File: config.mk
export PLATFORM = sky130hd
export DESIGN_NAME = sprite_animation_sequencer
export DESIGN_NICKNAME = d
export VERILOG_FILES = /design/src/sv/sas_pkg.sv /design/src/sv/sas_fifo.sv /design/src/sv/sas_front.sv /design/src/sv/sas_back.sv /design/src/sv/sprite_animation_sequencer.sv
export SDC_FILE = /design/constraint.sdc
export NUM_CORES = 2
export LEC_CHECK = 0
export ABC_AREA = 1
export CORE_ASPECT_RATIO = 0.6
export CORE_MARGIN = 5
export CORE_UTILIZATION = 50
export CTS_CLUSTER_SIZE = 25
export DETAILED_ROUTE_END_ITERATION = 6
export DONT_BUFFER_PORTS = 1
export RECOVER_POWER = 50
export SYNTH_ARGS = -nofsm -noshare
export SYNTH_HDL_FRONTEND = slang
export SYNTH_SLANG_ARGS = --single-unit
File: constraint.sdc
create_clock -name i_clk -period 9.5 [get_ports i_clk]
set_input_delay 1.425 -clock i_clk [delete_from_list [all_inputs] [get_ports i_clk]]
set_output_delay 1.425 -clock i_clk [all_outputs]
set_load 0.005 [all_outputs]
File: src/sv/sas_pkg.sv
// Shared types and constants of the sprite animation sequencer.
`default_nettype none

package sas_pkg;

    localparam int unsigned NUM_ANIMS_DEF   = 16;
    localparam int unsigned FRAME_SLOTS_DEF = 256;
    localparam int unsigned TEX_BITS_DEF    = 8;

    // The number of descriptor indexes the 4-bit id field can reach.
    localparam int unsigned ID_SPACE = 16;

    localparam int unsigned CMDQ_DEPTH = 2;
    localparam int unsigned RESQ_DEPTH = 4;

    localparam logic [24:0] ELAPSED_MAX = '1;

    typedef enum logic [1:0] {
        CMD_TICK     = 2'd0,
        CMD_SELECT   = 2'd1,
        CMD_WR_DESC  = 2'd2,
        CMD_WR_FRAME = 2'd3
    } t_cmd_kind;

    // Frame count is kept as the index of the last frame (count - 1).
    typedef struct packed {
        logic [7:0]  base;
        logic [7:0]  last;
        logic [23:0] tpf;
        logic        rev;
        logic        loop;
        logic [7:0]  loops;
        logic        block;
    } t_desc;

    typedef struct packed {
        t_cmd_kind   kind;
        logic        id_ok;
        logic [3:0]  id;
        logic [15:0] delta;
        logic        slot_ok;
        logic [7:0]  slot;
        logic [7:0]  tex;
        t_desc       desc;
    } t_cmd;

    typedef struct packed {
        logic [7:0] texture_index;
        logic       texture_valid;
        logic [7:0] frame_position;
        logic       finished;
        logic       is_blocking;
        logic       change_taken;
    } t_result;

endpackage

`default_nettype wire

File: src/sv/sas_fifo.sv
// Small first-word-fall-through queue built from registers.
`default_nettype none

module sas_fifo #(
    parameter int unsigned WIDTH = 8,
    parameter int unsigned DEPTH = 2
) (
    input  wire logic                       i_clk,
    input  wire logic                       i_rst_n,
    input  wire logic                       i_push,
    input  wire logic [WIDTH-1:0]           i_data,
    output logic                            o_full,
    input  wire logic                       i_pop,
    output logic [WIDTH-1:0]                o_data,
    output logic                            o_empty,
    output logic [$clog2(DEPTH):0]          o_count
);

    localparam int unsigned AW = $clog2(DEPTH);

    logic [WIDTH-1:0] r_mem [DEPTH];
    logic [AW-1:0]    r_wptr, n_wptr;
    logic [AW-1:0]    r_rptr, n_rptr;
    logic [AW:0]      r_count, n_count;
    logic             do_push, do_pop;

    assign o_full  = (r_count == (AW+1)'(DEPTH));
    assign o_empty = (r_count == '0);
    assign o_count = r_count;
    assign o_data  = r_mem[r_rptr];

    assign do_push = i_push && !o_full;
    assign do_pop  = i_pop && !o_empty;

    always_comb begin
        n_wptr  = do_push ? r_wptr + 1'b1 : r_wptr;
        n_rptr  = do_pop ? r_rptr + 1'b1 : r_rptr;
        n_count = r_count + (AW+1)'(do_push) - (AW+1)'(do_pop);
    end

    always_ff @(posedge i_clk) begin
        if (!i_rst_n) begin
            r_wptr  <= '0;
            r_rptr  <= '0;
            r_count <= '0;
        end else begin
            r_wptr  <= n_wptr;
            r_rptr  <= n_rptr;
            r_count <= n_count;
        end
    end

    always_ff @(posedge i_clk) begin
        if (do_push) begin
            r_mem[r_wptr] <= i_data;
        end
    end

endmodule

`default_nettype wire

File: src/sv/sas_front.sv
// Front end: decodes and range-checks incoming commands and queues them.
`default_nettype none

module sas_front import sas_pkg::*; #(
    parameter int unsigned NUM_ANIMS   = NUM_ANIMS_DEF,
    parameter int unsigned FRAME_SLOTS = FRAME_SLOTS_DEF
) (
    input  wire logic        i_clk,
    input  wire logic        i_rst_n,
    input  wire logic        i_push,
    output logic             o_full,
    input  wire logic [1:0]  i_command,
    input  wire logic [3:0]  i_anim_id,
    input  wire logic [15:0] i_delta_time,
    input  wire logic [7:0]  i_frame_slot,
    input  wire logic [7:0]  i_texture_id,
    input  wire logic [7:0]  i_frame_base,
    input  wire logic [8:0]  i_frame_count,
    input  wire logic [23:0] i_time_per_frame,
    input  wire logic        i_reverse_flag,
    input  wire logic        i_loop_flag,
    input  wire logic [7:0]  i_loop_count,
    input  wire logic        i_block_flag,
    input  wire logic        i_pop,
    output t_cmd             o_cmd,
    output logic             o_empty
);

    t_cmd             cmd_in;
    logic [$bits(t_cmd)-1:0] q_out;

    always_comb begin
        cmd_in.kind    = t_cmd_kind'(i_command);
        cmd_in.id_ok   = (32'(i_anim_id) < NUM_ANIMS);
        cmd_in.id      = i_anim_id;
        cmd_in.delta   = i_delta_time;
        cmd_in.slot_ok = (32'(i_frame_slot) < FRAME_SLOTS);
        cmd_in.slot    = i_frame_slot;
        cmd_in.tex     = i_texture_id;

        cmd_in.desc.base = i_frame_base;
        // A count of zero behaves as one frame, anything past 256 as 256.
        if (i_frame_count == '0) begin
            cmd_in.desc.last = '0;
        end else if (i_frame_count[8]) begin
            cmd_in.desc.last = 8'hFF;
        end else begin
            cmd_in.desc.last = 8'(i_frame_count - 9'd1);
        end
        cmd_in.desc.tpf   = i_time_per_frame;
        cmd_in.desc.rev   = i_reverse_flag;
        cmd_in.desc.loop  = i_loop_flag;
        cmd_in.desc.loops = i_loop_count;
        cmd_in.desc.block = i_block_flag;
    end

    sas_fifo #(
        .WIDTH ($bits(t_cmd)),
        .DEPTH (CMDQ_DEPTH)
    ) u_cmdq (
        .i_clk   (i_clk),
        .i_rst_n (i_rst_n),
        .i_push  (i_push),
        .i_data  (cmd_in),
        .o_full  (o_full),
        .i_pop   (i_pop),
        .o_data  (q_out),
        .o_empty (o_empty),
        .o_count ()
    );

    assign o_cmd = t_cmd'(q_out);

endmodule

`default_nettype wire

File: src/sv/sas_back.sv
// Back end: runs commands against the animation state, frame table and descriptor table.
`default_nettype none

module sas_back import sas_pkg::*; #(
    parameter int unsigned NUM_ANIMS   = NUM_ANIMS_DEF,
    parameter int unsigned FRAME_SLOTS = FRAME_SLOTS_DEF,
    parameter int unsigned TEX_BITS    = TEX_BITS_DEF
) (
    input  wire logic                        i_clk,
    input  wire logic                        i_rst_n,
    input  wire t_cmd                        i_cmd,
    input  wire logic                        i_cmd_empty,
    output logic                             o_cmd_pop,
    input  wire logic [$clog2(RESQ_DEPTH):0] i_res_count,
    output logic                             o_res_push,
    output t_result                          o_res
);

    localparam int unsigned DESC_DEPTH = (NUM_ANIMS < ID_SPACE) ? NUM_ANIMS : ID_SPACE;
    localparam int unsigned ID_W       = (DESC_DEPTH > 1) ? $clog2(DESC_DEPTH) : 1;
    localparam int unsigned SLOT_W     = $clog2(FRAME_SLOTS);
    localparam int unsigned CNT_W      = $clog2(RESQ_DEPTH) + 2;

    // (base + position) mod FRAME_SLOTS by restoring reduction; the sum is
    // below 512 and FRAME_SLOTS is at least 2, so eight steps suffice.
    function automatic logic [SLOT_W-1:0] slot_of(input logic [8:0] v);
        logic [20:0] r;
        r = 21'(v);
        for (int k = 7; k >= 0; k--) begin
            if (r >= (21'(FRAME_SLOTS) << k)) begin
                r = r - (21'(FRAME_SLOTS) << k);
            end
        end
        return SLOT_W'(r);
    endfunction

    function automatic logic at_final(input t_desc d, input logic [7:0] pos);
        return d.rev ? (pos == '0) : (pos == d.last);
    endfunction

    t_desc               r_desc_tbl [DESC_DEPTH];
    logic [TEX_BITS-1:0] r_frame_mem [FRAME_SLOTS];

    logic        r_act_valid, n_act_valid;
    logic [3:0]  r_act_id, n_act_id;
    t_desc       r_act, n_act;
    logic [7:0]  r_pos, n_pos;
    logic [24:0] r_elapsed, n_elapsed;
    logic [7:0]  r_left, n_left;
    logic        r_block, n_block;

    logic        r_v1, r_taken1;
    logic        r_v2;
    t_result     r_res2;
    logic [TEX_BITS-1:0] r_rd;

    logic        go, taken, desc_we, frame_we;
    logic [ID_W-1:0]   desc_idx;
    logic [SLOT_W-1:0] wr_slot, rd_slot;
    logic [25:0] e_sum, e_diff;
    logic [24:0] e_sat;
    logic        e_ge;
    logic [7:0]  pos_s, left_s, left_dec;
    logic        finite;
    t_desc       sel_desc;
    t_result     stat1;

    // Results in flight count against the room left in the result queue.
    assign go = !i_cmd_empty &&
                ((CNT_W'(i_res_count) + CNT_W'(r_v1) + CNT_W'(r_v2)) < CNT_W'(RESQ_DEPTH));
    assign o_cmd_pop = go;

    assign desc_idx = ID_W'(i_cmd.id);
    assign wr_slot  = SLOT_W'(i_cmd.slot);
    assign sel_desc = r_desc_tbl[desc_idx];

    always_comb begin
        e_sum  = {1'b0, r_elapsed} + 26'(i_cmd.delta);
        e_sat  = e_sum[25] ? ELAPSED_MAX : e_sum[24:0];
        e_diff = {1'b0, e_sat} - {2'b0, r_act.tpf};
        e_ge   = !e_diff[25];
    end

    // One frame step of the active animation.
    always_comb begin
        finite   = (r_act.loops != '0);
        left_dec = (r_left != '0) ? r_left - 8'd1 : r_left;
        pos_s    = r_pos;
        left_s   = r_left;
        if (r_act.loop) begin
            if (!(finite && r_left == '0)) begin
                if (!r_act.rev) begin
                    if (r_pos >= r_act.last) begin
                        left_s = finite ? left_dec : r_left;
                        pos_s  = (finite && left_dec == '0) ? r_act.last : 8'd0;
                    end else begin
                        pos_s = r_pos + 8'd1;
                    end
                end else begin
                    if (r_pos == '0) begin
                        left_s = finite ? left_dec : r_left;
                        pos_s  = (finite && left_dec == '0) ? 8'd0 : r_act.last;
                    end else begin
                        pos_s = r_pos - 8'd1;
                    end
                end
            end
        end else begin
            if (!r_act.rev) begin
                if (r_pos < r_act.last) begin
                    pos_s = r_pos + 8'd1;
                end
            end else begin
                if (r_pos != '0) begin
                    pos_s = r_pos - 8'd1;
                end
            end
        end
    end

    always_comb begin
        n_act_valid = r_act_valid;
        n_act_id    = r_act_id;
        n_act       = r_act;
        n_pos       = r_pos;
        n_elapsed   = r_elapsed;
        n_left      = r_left;
        n_block     = r_block;
        taken       = 1'b0;
        desc_we     = 1'b0;
        frame_we    = 1'b0;
        if (go) begin
            unique case (i_cmd.kind)
                CMD_TICK: begin
                    if (r_act_valid) begin
                        n_elapsed = e_ge ? e_diff[24:0] : e_sat;
                        if (e_ge) begin
                            n_pos  = pos_s;
                            n_left = left_s;
                        end
                        if (!r_act.loop && at_final(r_act, n_pos)) begin
                            n_block = 1'b0;
                        end
                    end
                end
                CMD_SELECT: begin
                    if (i_cmd.id_ok && !(r_act_valid && r_act_id == i_cmd.id) && !r_block) begin
                        n_act       = sel_desc;
                        n_act_id    = i_cmd.id;
                        n_act_valid = 1'b1;
                        n_pos       = sel_desc.rev ? sel_desc.last : 8'd0;
                        n_elapsed   = '0;
                        n_left      = sel_desc.loops;
                        n_block     = sel_desc.block;
                        taken       = 1'b1;
                    end
                end
                CMD_WR_DESC: begin
                    desc_we = i_cmd.id_ok;
                end
                CMD_WR_FRAME: begin
                    frame_we = i_cmd.slot_ok;
                end
                default: begin
                end
            endcase
        end
    end

    always_ff @(posedge i_clk) begin
        if (!i_rst_n) begin
            r_act_valid <= 1'b0;
            r_act_id    <= '0;
            r_act       <= '0;
            r_pos       <= '0;
            r_elapsed   <= '0;
            r_left      <= '0;
            r_block     <= 1'b0;
            r_v1        <= 1'b0;
            r_v2        <= 1'b0;
        end else begin
            r_act_valid <= n_act_valid;
            r_act_id    <= n_act_id;
            r_act       <= n_act;
            r_pos       <= n_pos;
            r_elapsed   <= n_elapsed;
            r_left      <= n_left;
            r_block     <= n_block;
            r_v1        <= go;
            r_v2        <= r_v1;
        end
    end

    always_ff @(posedge i_clk) begin
        r_taken1 <= taken;
        if (desc_we) begin
            r_desc_tbl[desc_idx] <= i_cmd.desc;
        end
    end

    // The state registers now hold the outcome of the command in stage one.
    assign rd_slot = slot_of(9'(r_act.base) + 9'(r_pos));

    always_comb begin
        stat1.texture_index  = '0;
        stat1.texture_valid  = r_act_valid;
        stat1.frame_position = r_pos;
        stat1.finished       = r_act_valid ? (!r_act.loop && at_final(r_act, r_pos)) : 1'b1;
        stat1.is_blocking    = r_block;
        stat1.change_taken   = r_taken1;
    end

    // Read-first frame table: a write by the next command is not seen by this read.
    always_ff @(posedge i_clk) begin
        if (frame_we) begin
            r_frame_mem[wr_slot] <= TEX_BITS'(i_cmd.tex);
        end
        r_rd   <= r_frame_mem[rd_slot];
        r_res2 <= stat1;
    end

    always_comb begin
        o_res = r_res2;
        o_res.texture_index = r_res2.texture_valid ? 8'(r_rd) : 8'd0;
    end
    assign o_res_push = r_v2;

endmodule

`default_nettype wire

File: src/sv/sprite_animation_sequencer.sv
// Top level of the sprite animation sequencer.
//
//   channel   direction  handshake         transfer when
//   command   in         push / full       push high, full low
//   result    out        empty / pop       pop high, empty low
//
// One command is taken per clock cycle when neither queue backs up.
// A result reaches the outputs after its command's transfer through execution into the
// state registers, the registered frame-table read and the result queue, in that order.
// The command queue holds two entries and the result queue four; execution
// stalls while the result queue plus results in flight would overflow it.
// Reset is synchronous and empties both queues; tables keep their contents.
`default_nettype none

module sprite_animation_sequencer import sas_pkg::*; #(
    parameter int unsigned NUM_ANIMS   = NUM_ANIMS_DEF,
    parameter int unsigned FRAME_SLOTS = FRAME_SLOTS_DEF,
    parameter int unsigned TEX_BITS    = TEX_BITS_DEF
) (
    input  wire logic        i_clk,
    input  wire logic        i_rst_n,
    input  wire logic        push,
    output logic             full,
    input  wire logic [1:0]  i_command,
    input  wire logic [3:0]  i_anim_id,
    input  wire logic [15:0] i_delta_time,
    input  wire logic [7:0]  i_frame_slot,
    input  wire logic [7:0]  i_texture_id,
    input  wire logic [7:0]  i_frame_base,
    input  wire logic [8:0]  i_frame_count,
    input  wire logic [23:0] i_time_per_frame,
    input  wire logic        i_reverse_flag,
    input  wire logic        i_loop_flag,
    input  wire logic [7:0]  i_loop_count,
    input  wire logic        i_block_flag,
    output logic             empty,
    input  wire logic        pop,
    output logic [7:0]       o_texture_index,
    output logic             o_texture_valid,
    output logic [7:0]       o_frame_position,
    output logic             o_finished,
    output logic             o_is_blocking,
    output logic             o_change_taken
);

    t_cmd    cmd;
    logic    cmd_empty, cmd_pop;
    logic    res_push;
    t_result res_in, res_out;
    logic [$bits(t_result)-1:0] res_q;
    logic [$clog2(RESQ_DEPTH):0] res_count;

    sas_front #(
        .NUM_ANIMS   (NUM_ANIMS),
        .FRAME_SLOTS (FRAME_SLOTS)
    ) u_front (
        .i_clk            (i_clk),
        .i_rst_n          (i_rst_n),
        .i_push           (push),
        .o_full           (full),
        .i_command        (i_command),
        .i_anim_id        (i_anim_id),
        .i_delta_time     (i_delta_time),
        .i_frame_slot     (i_frame_slot),
        .i_texture_id     (i_texture_id),
        .i_frame_base     (i_frame_base),
        .i_frame_count    (i_frame_count),
        .i_time_per_frame (i_time_per_frame),
        .i_reverse_flag   (i_reverse_flag),
        .i_loop_flag      (i_loop_flag),
        .i_loop_count     (i_loop_count),
        .i_block_flag     (i_block_flag),
        .i_pop            (cmd_pop),
        .o_cmd            (cmd),
        .o_empty          (cmd_empty)
    );

    sas_back #(
        .NUM_ANIMS   (NUM_ANIMS),
        .FRAME_SLOTS (FRAME_SLOTS),
        .TEX_BITS    (TEX_BITS)
    ) u_back (
        .i_clk       (i_clk),
        .i_rst_n     (i_rst_n),
        .i_cmd       (cmd),
        .i_cmd_empty (cmd_empty),
        .o_cmd_pop   (cmd_pop),
        .i_res_count (res_count),
        .o_res_push  (res_push),
        .o_res       (res_in)
    );

    sas_fifo #(
        .WIDTH ($bits(t_result)),
        .DEPTH (RESQ_DEPTH)
    ) u_resq (
        .i_clk   (i_clk),
        .i_rst_n (i_rst_n),
        .i_push  (res_push),
        .i_data  (res_in),
        .o_full  (),
        .i_pop   (pop),
        .o_data  (res_q),
        .o_empty (empty),
        .o_count (res_count)
    );

    assign res_out          = t_result'(res_q);
    assign o_texture_index  = res_out.texture_index;
    assign o_texture_valid  = res_out.texture_valid;
    assign o_frame_position = res_out.frame_position;
    assign o_finished       = res_out.finished;
    assign o_is_blocking    = res_out.is_blocking;
    assign o_change_taken   = res_out.change_taken;

endmodule

`default_nettype wire

# Yosys cells after proc, flatten, opt, wreduce, memory -nomap -nowiden
# Memories as Yosys holds them, arrays and structs flattened. A register that Yosys moved wholly into a read port is not among the register bits.
# Index checks and enable logic that the tools add are counted.
# Widths: inputs -> output; s select.
# classes
n_lt_le_gt_ge,4
eq_ne,16
muxes,61
n_reduce_logical,36
add_sub_neg,18
# ops
operator,count
$mux 8,31
$mux 25,4
$pmux 25 s2,1
$logic_not 8->1,4
$pmux 8 s2,2
$sub 8x1->8 const B,4
$add 25x16->26,1
$sub 25x24->26,1
$reduce_bool 8->1,3
$mux 1,20
$eq 8x8->1,2
$logic_and 1x1->1,11
$add 8x8->9,1
$ge 9x9->1 const B,1
$logic_not 9->1,1
$reduce_and 9->1,1
$add 8x1->8 const B,1
$ge 8x8->1,1
$lt 8x8->1,1
$ne 2x1->1 const B,4
$logic_not 1->1,7
$eq 2x2->1 const B,3
$reduce_and 5->1,1
$add 2x1->2 const B,2
23 further kinds,27
# totals
register_bits,123
out_inout_bits,22
wordCells,165
mem_count,4
in_bits,94
ram_bits,3122
# mem_list
name,depth,word_bits,rd,rd_clocked_by_memory_dff,write_ports,line_no,text
u_back.r_frame_mem,256,8,1,1,1,sas_back.sv:42,logic [TEX_BITS-1:0] r_frame_mem [FRAME_SLOTS];
u_back.r_desc_tbl,16,51,1,0,1,sas_back.sv:41,t_desc r_desc_tbl [DESC_DEPTH];
u_front.u_cmdq.r_mem,2,89,1,1,1,sas_fifo.sv:21,logic [WIDTH-1:0] r_mem [DEPTH];
u_resq.r_mem,4,20,1,1,1,sas_fifo.sv:21,

# Depth between registers and ports, before layout
# depth
word_depth,19
mapped_depth,45
ltp_nobuf,41

# Cells and area by module
# From an unflattened synthesis, not the netlist that was laid out.
# unflattened
hier_cells,10247
area_unflattened_um2,131947.8
# modules_own_cells
mod,n_inst,area_per_inst_um2,seq_area_each_um2,cells_per_inst
sas_back,1,120991.0,88404.8,9612
sas_fifo at u_front.u_cmdq,1,7267.0,5565.3,321
sas_fifo at u_resq,1,3424.5,2582.5,262
sas_front,1,265.3,0.0,52

# Worst setup path before layout
# OpenSTA, ideal clock, no wires.
# synth_timing
path_kind,input port to flip-flop
start,in push
end,"mem u_front.u_cmdq.r_mem[0][0] (netlist bit), enable pin"
n_path_buf,0
stages,2
path_slack_ns,3.630
setup_time_ns,0.538
required_time_ns,8.962
t_arrival_ns,5.332
cell_sequence,o21ai_0 -> nor2_1
# synth_between
elab_chain_cells,3
# synth_rtl
element,line_no,text
"start, declared",sprite_animation_sequencer.sv:22,"input wire logic push,"
$logic_and 1x1->1,sas_fifo.sv:32,assign do_push = i_push && !o_full;
$mux 1,sas_fifo.sv:54,if (do_push) begin
$mux 1 (implied by the code),sas_fifo.sv:55,r_mem[r_wptr] <= i_data;
"end, declared",sas_fifo.sv:21,
# Every way passes these cells.

==> results.cfg <==
[yosys]
avgSynthCellArea_um2 = 12.55
synthMuxAreaShare = 0
synth_adder_area_share = 0.007267
ys_seq_elements = 3256
yosysWarningCount = 0
synthSimpleGateAreaFrac = 0.1378
syn_area_um2 = 131500
synth_compound_area_frac = 0.09029
synth_top_flop_cell = edfxtp_1
synth-seq-area-share = 0.7331
async_flop_share = 0
synthXorXnorAreaFrac = 0.003595
synth_top_family_by_area = simple AND/OR/NAND/NOR gates
syn_inst = 10485
syn_nets = 10653
synth_cell_type_count = 60
synth_edf_count = 3122

[grt]
grt_pass1_vias = 80492
grt_max_degree = 195
gr-total-overflow = 0
antenna_found_initial = 13
grt_pass1_wl_mm = 547.0
grt_usage = 0.2633

[power_and_ir_drop]
total_leakage_power_nw = 47.47
powerDensity_nw_per_um2 = 355.5
vdd_drop_max_mv = 0.3013

[status]
failed_checks = capacitance limit, slew limit
status = finished, violations left

[route]
wl_per_cell_um = 26.65
ant_nets = 0
first_iter_violations = 11782
drc = 0
viasPerCell = 6.179
wl_met1_mm = 170.3
vias = 86031
met2_length_mm = 152.2
wl_mm = 371.1
met3_length_mm = 41.78
dr.max_layer_used = met5
first_pass_iters = 6

[layout]
area_growth_pct = 9.699
nets = 10392
final_common_cell = edfxtp_1
multi_input_area_um2 = 31810
mostFrequentLayoutCells = 3122 x edfxtp_1, 1955 x nor2_1, 1269 x nand2_1, 984 x nand3_1, 681 x o21ai_0
nFillCells = 21225
register_area_um2 = 96440
drive_gt1_frac = 0.06242

[setup_path]
end_kind = register
worstPathMaxFanout = 90
worst_ep_required_time_ps = 9480
arrival_ps = 7590
crit_type = register to register
reg2reg_depth = 5
start_kind = register

[clock_network]
clock_latency_ps = 880
post_cts_buffers = 0
ctsResizeCount = 0
cts_max_path_buffers = 4
numClockSinks = 3256
clk_pin_slew_worst_paths_ps = 60
htree_levels = 5
cts-root-buf = clkbuf_16
hold_buffers = 0
cts_buffers = 304
cts_tree = yes

[placement]
post-dp-hpwl_mm = 209.8
gp_congestion = 0.8851
pre_cts_slack_ps = 2470
io_buffer_count = 0

[sta]
drv_slew = 1091
fin_setup_tns_ps = 0
tightest_slew_ps = 4643
fin_crit_sh = 0.8003
min_period_ps = 7603
max_slew_margin = -2.095
skew_ps = 45.80
setup_violations = 0
fmax_mhz = 131.5
hold_viol_final = 0
worst_slack_ps = 1897
rsz0062_at_grt = no

[floorplanning]
die_area_um2 = 273800
start_util = 0.5039
fp.coreArea_um2 = 261100
die_y_um = 407.3
std_cell_rows = 145
io_pins = 116
die-width_um = 672.2

[job]
cap_viol_max_count = 19

[min_path]
hp-class = register to register
whs_path_depth = 0
-- synthesized netlist by cell type (all sizes together), types with 37 or more instances --
cell	instances	area (um^2)
edfxtp	3122	93750
nor2	1989	7525
nand2	1282	4852
nand3	990	4992
o21ai	694	3473
clkbuf	515	1933
o32ai	512	4484
inv	212	795.8
a22oi	201	1514
buf	198	929.6
a21oi	170	854.6
dfxtp	134	2683
a31oi	74	462.9
ha	70	875.8
nand4	60	375.4
xor2	37	324.1
-- report_power, final --
part | internal (mW) | total (mW) | switching, mW | leakage [nW]
Clock | 6.78 | 12.1 | 5.29 | 4.68
Sequential | 18.0 | 18.2 | 0.242 | 29.3
Combinational | 5.13 | 21.0 | 15.9 | 13.5
Total | 29.9 | 51.3 | 21.4 | 47.5
-- path summary, 6_finish.rpt --
check / slack (ps) / start / endpoint
hold / removal: 350 / u_back.r_taken1 / u_back.o_res[0]
setup / recovery: 1900 / register / u_back.r_frame_mem[217][4]
hold reg to reg: 350 / u_back.r_taken1 / u_back.o_res[0]
setup reg to reg: 1900 / register / u_back.r_frame_mem[217][4]
-- routing by layer --
metal,global-route usage,vias up
met5,0,-
met4,0.05308,4
met3,0.06700,473
met2,0.3565,4448
met1,0.4267,42996
li1,-,38110
-- layout make-up --
cell class | count | share of cell area
inverter | 216 | 0.005835
multi-input combinational | 6300 | 0.2204
tap | 3454 | 0.02995
clock inverter | 147 | 0.009356
antenna | 8 | 0.0001387
sequential | 3256 | 0.6683
clock buffer | 396 | 0.05705
timing repair buffer | 146 | 0.008931
-- sequential cells by signal, summed over array words and instances, names as in the netlist, 2 cells and up, named ones only --
register                flops
u_back.r_frame_mem       2048
u_back.r_act               50
u_back.r_desc_tbl         816
u_resq.r_wptr               2
u_front.u_cmdq.o_count      2
u_back.o_res               12
u_resq.r_mem               80
u_back.r_left               8
u_resq.o_count              3
u_resq.r_rptr               2
u_back.r_pos                8
u_back.r_act_id             4
u_front.u_cmdq.r_mem      178
u_back.r_elapsed           25
u_back.r_rd                 8
-- metrics by stage --
| step | hold slack, ps | instance area [um^2] | instances | total power, mW | util |
|---|---|---|---|---|---|
| 2_1_floorplan | 309.6 | 131500 | 10485 | 31.47 | - |
| 3_3_place_gp | 335.5 | 134800 | 13372 | 38.77 | 0.5164 |
| 3_5_place_dp | 344.2 | 134800 | 13372 | 39.00 | 0.5164 |
| 4_1_cts | 352.0 | 144400 | 13915 | 50.98 | 0.5531 |
| 5_1_grt | 366.3 | 144300 | 13915 | 53.75 | 0.5527 |
| 6_report | 353.1 | 144300 | 13923 | 51.31 | 0.5527 |
-- worst max-delay path: stages, from the launching register on --
cell and delay (ps):
dfxtp_4 390, clkinvlp_2 490, clkbuf_1 1050, nand2_1 120
nand2_1 1220, clkbuf_1 3240
-- cell families (layout without fill, tap and decap cells) --
family                   Yosys count  after routing
AND/OR/NAND/NOR                 4383           4383
flip-flops                      3256           3256
AO/OA/AOI/OAI                   1789           1789
buffers and inverters            929            905
adder cells (fa/ha/maj)           74             74
XOR/XNOR                          54             54
other                              0              8
(Power assumes the default switching activity.)
